**src/hdl/art_pkg.sv**
```systemverilog
// Package for the address region table: sizes, operation and status codes,
// FSM states and the structs passed between the top level and its cells.
// No dependencies.
package art_pkg;

    localparam int MAX_REGIONS = 16;
    localparam int PAGE_SHIFT  = 12;
    localparam int ADDR_W      = 48;
    localparam int PAGES_W     = 36;
    localparam int SLOT_W      = 4;
    localparam int STATUS_W    = 3;
    localparam int FUNC_W      = 2;
    localparam int KIND_W      = 2;
    localparam int CFG_DATA_W  = 64;
    localparam int PADDR_W     = 4;

    // Width of first + (pages << PAGE_SHIFT) including its carry.
    localparam int SPAN_W = PAGES_W + PAGE_SHIFT;
    localparam int SUM_W  = ((SPAN_W > ADDR_W) ? SPAN_W : ADDR_W) + 1;

    localparam logic [ADDR_W-1:0] PAGE_MASK =
        {{(ADDR_W-PAGE_SHIFT){1'b1}}, {PAGE_SHIFT{1'b0}}};
    localparam logic [ADDR_W-1:0] HIGH_LIMIT_RST = ADDR_W'(64'h0000_8000_0000_0000);

    localparam logic [KIND_W-1:0] KIND_MMIO = 2'd0;

    typedef enum logic [FUNC_W-1:0] {
        FN_ADD    = 2'd0,
        FN_LOOKUP = 2'd1,
        FN_REMOVE = 2'd2,
        FN_NONE   = 2'd3
    } t_func;

    typedef enum logic [STATUS_W-1:0] {
        ST_OK         = 3'd0,
        ST_CONFLICT   = 3'd1,
        ST_UNALIGNED  = 3'd2,
        ST_HIGH_LIMIT = 3'd3,
        ST_NO_READ    = 3'd4,
        ST_FULL       = 3'd5,
        ST_SLOT_EMPTY = 3'd6
    } t_status;

    typedef enum logic [1:0] {
        S_IDLE,
        S_CMP,
        S_RES
    } t_state;

    // Broadcast from the top level to every cell.
    typedef struct packed {
        logic              cmp_en;
        t_func             func;
        logic [ADDR_W-1:0] lo;
        logic [ADDR_W-1:0] hi;
        logic [ADDR_W-1:0] vfirst;
        logic [ADDR_W-1:0] vend;
        logic [SLOT_W-1:0] slot;
    } t_bcast;

    // Table update, applied by the cell whose index matches.
    typedef struct packed {
        logic              set;
        logic              clr;
        logic [SLOT_W-1:0] idx;
        logic [ADDR_W-1:0] first;
        logic [ADDR_W-1:0] last;
    } t_wr;

    // Scan result handed from cell to cell along the chain.
    typedef struct packed {
        logic              hit;
        logic [SLOT_W-1:0] hit_idx;
        logic [ADDR_W-1:0] hit_first;
        logic [ADDR_W-1:0] hit_last;
        logic              multi;
        logic              err;
        logic              free;
        logic [SLOT_W-1:0] free_idx;
    } t_link;

endpackage

```
**src/hdl/art_cell.sv**
```systemverilog
// One table entry of the address region table with its comparators and its
// link in the scan chain. Depends on art_pkg.
module art_cell (
    input  logic                 i_clk,
    input  logic                 i_rst_n,
    input  logic [art_pkg::SLOT_W-1:0] i_idx,
    input  art_pkg::t_bcast      i_bc,
    input  art_pkg::t_wr         i_wr,
    input  art_pkg::t_link       i_link,
    output art_pkg::t_link       o_link,
    output logic                 o_valid
);
    import art_pkg::*;

    logic              r_valid;
    logic [ADDR_W-1:0] r_first;
    logic [ADDR_W-1:0] r_last;
    logic              r_pick;
    logic              r_partial;
    logic              r_encl;

    logic in_lo;
    logic in_hi;
    logic n_pick;
    logic n_partial;
    logic n_encl;

    always_comb begin
        in_lo     = (r_first <= i_bc.lo) && (i_bc.lo <= r_last);
        in_hi     = (r_first <= i_bc.hi) && (i_bc.hi <= r_last);
        n_pick    = 1'b0;
        n_partial = 1'b0;
        n_encl    = 1'b0;
        if (r_valid) begin
            case (i_bc.func)
                FN_ADD: begin
                    n_pick    = in_lo && in_hi;
                    n_partial = in_lo != in_hi;
                    n_encl    = (i_bc.vfirst <= r_first) && (r_last <= i_bc.vend);
                end
                FN_LOOKUP: begin
                    n_pick    = in_lo && in_hi;
                    n_partial = in_lo != in_hi;
                end
                FN_REMOVE: begin
                    n_pick = i_bc.slot == i_idx;
                end
                default: begin
                    n_pick = 1'b0;
                end
            endcase
        end
    end

    always_ff @(posedge i_clk) begin
        if (!i_rst_n) begin
            r_valid <= 1'b0;
        end else if (i_wr.set && i_wr.idx == i_idx) begin
            r_valid <= 1'b1;
        end else if (i_wr.clr && i_wr.idx == i_idx) begin
            r_valid <= 1'b0;
        end
    end

    always_ff @(posedge i_clk) begin
        if (i_wr.set && i_wr.idx == i_idx) begin
            r_first <= i_wr.first;
            r_last  <= i_wr.last;
        end
    end

    always_ff @(posedge i_clk) begin
        if (!i_rst_n) begin
            r_pick    <= 1'b0;
            r_partial <= 1'b0;
            r_encl    <= 1'b0;
        end else if (i_bc.cmp_en) begin
            r_pick    <= n_pick;
            r_partial <= n_partial;
            r_encl    <= n_encl;
        end
    end

    // The lowest picking cell wins; a second pick further down sets the multi flag.
    always_comb begin
        o_link           = i_link;
        o_link.multi     = i_link.multi | (i_link.hit & r_pick);
        o_link.err       = i_link.err | r_partial | r_encl;
        if (!i_link.hit && r_pick) begin
            o_link.hit       = 1'b1;
            o_link.hit_idx   = i_idx;
            o_link.hit_first = r_first;
            o_link.hit_last  = r_last;
        end
        if (!i_link.free && !r_valid) begin
            o_link.free     = 1'b1;
            o_link.free_idx = i_idx;
        end
    end

    assign o_valid = r_valid;

endmodule

```
**config.mk**
```make
export PLATFORM = sky130hd
export DESIGN_NAME = art_cell
export DESIGN_NICKNAME = d
export VERILOG_FILES = /design/src/hdl/art_pkg.sv /design/src/hdl/art_cell.sv
export SDC_FILE = /design/constraint.sdc
export NUM_CORES = 1
export LEC_CHECK = 0
export BUFFER_PORTS_ARGS = -buffer_cell sky130_fd_sc_hd__buf_2
export CORE_AREA = 2 2 204 206
export DETAILED_ROUTE_END_ITERATION = 10
export DIE_AREA = 0 0 206 208
export GPL_TIMING_DRIVEN = 0
export PLACE_DENSITY_LB_ADDON = 0.12
export SYNTH_ARGS = -nofsm -noshare
export SYNTH_HDL_FRONTEND = slang
export SYNTH_SLANG_ARGS = --single-unit
```
**constraint.sdc**
```tcl
create_clock -name i_clk -period 3.7 [get_ports i_clk]
set_clock_uncertainty 0.1 [all_clocks]
set_input_delay 0.185 -clock i_clk [delete_from_list [all_inputs] [get_ports i_clk]]
set_output_delay 0.185 -clock i_clk [all_outputs]
set_load 0.1 [all_outputs]
```
* After elaboration in Yosys (flattened, before gate mapping)
Cells that the tools add are included.
Word-level totals: register bits after elaboration 100, output and inout port bits 109
Cells by class: equality and inequality tests 5, muxes and demuxes 10, reduce and logical (&&, ||, !) cells 14, bitwise logic cells 4, magnitude comparators 6
Operator list (count):
- <= comparator 48 bit | 6
- two-way mux 101 bit | 1
- == test 4 bit | 2
- logical AND 1 bit | 8
- two-way mux 1 bit | 7
- two-way mux 5 bit | 1
- logical NOT 1 bit | 3
- bitwise OR 1 bit | 3
- == test 2 x 1 -> 1 bit (second input constant) | 1
- == test 2 bit (second input constant) | 1
- logical NOT 2 bit | 1
- one-hot mux 1 bit (2 select lines) | 1
- nonzero test 2 bit | 1
- OR reduction 2 bit | 1
- AND 1 bit | 1
- inequality test 1 bit | 1

* Depth between registers and ports, before layout
depth after elaboration 5, mapped depth 13, mapped depth without buffers 13

* Worst setup path after synthesis
OpenSTA, ideal clock, no wires.
path kind input port to flip-flop, start input i_idx[1] (netlist name), end register r_first[0] (enable), data required time 3.134 ns, stages 3, path buffers 0, setup slack 0.226 ns, setup time 0.466 ns, data arrival time 2.908 ns, cell sequence xor2_1 > nor4_1 > and2_1
On the way: word-level cells in the longest chain between the ends 2
RTL lines:
- start: declaration | RTL line art_cell.sv:6 | input logic [art_pkg::SLOT_W-1:0] i_idx,
- == test 4 bit | RTL line art_cell.sv:66 | if (i_wr.set && i_wr.idx == i_idx) begin
- logical AND 1 bit | RTL line art_cell.sv:66
- end signal: assignment | RTL line art_cell.sv:67 | r_first <= i_wr.first;
- end: declaration | RTL line art_cell.sv:16 | logic [ADDR_W-1:0] r_first;
No other way between the ends. A chain may end at the register's enable or synchronous reset.

* Worst setup path in the final report
start register r_last[27], end register r_pick
On the way: word-level cells in the longest chain between the ends 5
RTL lines:
- start: declaration | RTL line art_cell.sv:17 | logic [ADDR_W-1:0] r_last;
- start signal: assignment | RTL line art_cell.sv:68 | r_last <= i_wr.last;
- <= comparator 48 bit, on equally long branches | RTL line art_cell.sv:29, art_cell.sv:30
- logical AND 1 bit, on equally long branches | RTL line art_cell.sv:29, art_cell.sv:30
- logical AND 1 bit (*) | RTL line art_cell.sv:37, art_cell.sv:42
- one-hot mux 1 bit (2 select lines) (*) | RTL line art_cell.sv:35 | case (i_bc.func)
- two-way mux 1 bit (*) | RTL line art_cell.sv:34 | if (r_valid) begin
- end signal: assignment | RTL line art_cell.sv:78 | r_pick <= n_pick;
- end: declaration | RTL line art_cell.sv:18 | logic r_pick;
Every way passes the cells marked *; elsewhere a longest branch is shown, timed or not.

==> impl_metrics.toml <==
[min_path]
worstHoldStart = "i_bc[197]"
hold_path_end = "r_partial$_SDFFE_PN0P_"
hold_path_class = "in -> reg"
hold_depth = 4

[synth]
synth_area_sq_um = 11400
seq_area_frac_synth = 0.259
synth_flop_cell = "edfxtp_1"
yosysTopAreaCell = "ha_1"
syn_nets = 1920
synth_area_leaders = "ha_1 32%, edfxtp_1 25%, mux2_2 10%"
yosysUniqueCellTypes = 48
synth-edff-count = 96
syn_inst = 1216
synth-seq-cells = 100
synth_top_area_share = 0.316
yosys_warnings = 0
syn_area_per_cell_sq_um = 9.41
async_flop_share = 0

[clocking]
insertion_delay_ns = 0.40
clock-root-buffer = "clkbuf_16"
clock-sinks = 100
cts_tree = "yes"
post_cts_buffers = 0
numCtsBuffers = 9
clockBufferDepth = 2
htree_levels = 3
path_clk_slew_ns = 0.08

[die]
rows = 74
initial_core_util = 0.282
die_w_microns = 206
io_pins = 524
dieArea_sq_um = 42800
die_h_microns = 208
placeableCoreArea_sq_um = 40600

[finish]
design_area_sq_um = 16200
drive_above_1_share = 0.354
mostFrequentLayoutCells = "523 x buf_2, 289 x ha_1, 244 x inv_1, 104 x mux2_2, 99 x dlygate4sd3_1"
nFillCells = 4158
multi_input_area_sq_um = 7570
mostFrequentLayoutCell = "buf_2"
utilization = 0.398
area_delta_synth_final_pct = 41.1
regArea_sq_um = 2960
nets = 2555

[sta]
min_period_over_period = 0.947
fmax_mhz = 286
hold_slack_ns = 0.0310
drv_slew = 0
relSlewSlack = 0.353
worstMarginPinSlew_ns = 0.971
setup_tns_ns = 0
rsz0062_at_grt = "no"
fin_crit_ns = 3.50
setup_slack_ns = 0.198
hold_violations = 0
setup_violations = 0

[critical_path]
cpLargestDelayFamily = "simple AND/OR/NAND/NOR gates"
critPathBufInv = 1
endpoint_kind = "flop"
worstPathMaxFanout = 3
setup.worst_path.class = "reg -> reg"
critPathLaunchType = "flop"
critPathArrivalTime_ns = 3.70
reg2reg_slack_ns = 0.20
path_cells = "inv_1 > ha_1 > nand4_1 > or3_1 > nor3_2 > o41a_1 > or4_1 > a31oi_1 > o22a_1 > ha_1 > nand2_1 > a21oi_1 > o21a_1"
reg2reg_depth = 13
worst_path_max_delay_cell = "nor3_2"
rr_startpoint = "r_last[27]$_DFFE_PP_"
cp_slowest_stage_delay_ns = 0.48
cp.required_ns = 3.90
worst_r2r_endpoint = "r_pick$_SDFFE_PN0P_"
crit_top_cell = "ha_1"

[drt]
vias_per_cell = 4.73
detail-route-antenna-nets = 0
drt-pass1-iter-count = 7
routedWlPerCell_microns = 19.0
routed_wl_microns = 45700
vias = 11400
drc = 0
drtIter0Drc = 419

[grt]
use_met3 = 0.0600
grt-busiest-layer = "met2"
overflow = 0
grt_pass1_wl_microns = 66800
antenna_found_initial = 19
grt_pass1_vias = 11800
grtUsageTotal = 0.210
grt_util_met2 = 0.373
met1_usage = 0.240
grt_max_degree = 37

[power_and_ir_drop]
power_density_nw_per_um2 = 255
p_leak_nw = 8.39
ir_worst_vdd_mv = 0.252

[status]
status = "finished, final reports clean"

[place]
gp_congestion = 0.845
dp_hpwl_microns = 40000
dp_slack_ns = -0.501
portBuffers = 523
dpl_cell_area_sq_um = 14800

[job]
maxCapViolations = 0
==> worst max path at each step <==
stage	from	end	slack, ns	cells after the start
final	r_last[27]$_DFFE_PP_	r_pick$_SDFFE_PN0P_	0.20	13
after global routing	r_last[27]$_DFFE_PP_	r_partial$_SDFFE_PN0P_	0.004	12
after CTS	r_last[37]$_DFFE_PP_	r_pick$_SDFFE_PN0P_	0.04	12
after detailed placement	r_last[37]$_DFFE_PP_	r_pick$_SDFFE_PN0P_	-0.50	11
after global placement	i_idx[1]	r_first[27]$_DFFE_PP_	-1.60	4
after floorplan	i_idx[1]	r_first[0]$_DFFE_PP_	0.23	3
==> routing by layer <==
layer  share of wire  vias to the layer above
met5          0.0020                        -
met4           0.020                       16
met2            0.50                      324
li1                -                     5739
met1            0.41                     5232
met3           0.067                       44
==> logic make-up after synthesis <==
family / synth area share
flip-flops: 0.259
multiplexers: 0.102
adder cells (fa/ha/maj): 0.316
AO/OA/AOI/OAI: 0.133
XOR/XNOR: 0.00612
AND/OR/NAND/NOR: 0.100
buffers and inverters: 0.0836
==> registers in the layout, indices dropped and copies added (netlist names) <==
| register | count |
|---|---|
| r_first | 48 |
| r_last | 48 |
| o_valid | 1 |
| r_encl | 1 |
| r_partial | 1 |
| r_pick | 1 |
==> cells in the mapped netlist (all sizes together) (11+ instances only) <==
| cell | count |
|---|---|
| nand3 | 24 |
| o21ai | 45 |
| nand4 | 58 |
| inv | 244 |
| a211oi | 14 |
| clkbuf | 11 |
| edfxtp | 96 |
| nor4 | 16 |
| a21oi | 90 |
| a21o | 33 |
| mux2 | 104 |
| o211ai | 12 |
| ha | 289 |
| nand2 | 40 |
| nor2 | 38 |
==> where the power goes <==
group | total, mW | internal, mW | switching [mW]
clock network | 1.11 | 0.594 | 0.515
registers | 1.33 | 1.28 | 0.0479
logic | 1.68 | 0.592 | 1.09
total | 4.12 | 2.47 | 1.65
==> tightest hold or removal path, stage by stage <==
cell and delay [ns]:
buf_2 0.09, nor2b_1 0.06, nand3_1 0.07, a21boi_0 0.07
==> through the flow <==
step	std cells	power, mW
global route	2397	4.36
global placement	2271	2.94
finish	2399	4.12
floorplan	1216	2.46
CTS	2388	4.19
detailed placement	2273	2.96
==> cell type report <==
cell class	count	share of cell area
repair buffers	624	0.226
inverters	244	0.0567
clock inverters	6	0.00542
flip-flops and latches	100	0.183
diodes	11	0.00170
plain buffers	11	0.00263
multi-input cells	861	0.469
clock buffers	10	0.0142
well taps	532	0.0412
==> what timing repair did <==
action	CTS	global route
endpoints found under the hold margin	99	0
hold buffers	99	0
gates resized for setup	5	4
setup endpoints to repair	13	2
Note: power is estimated with default switching activity, not from simulation.
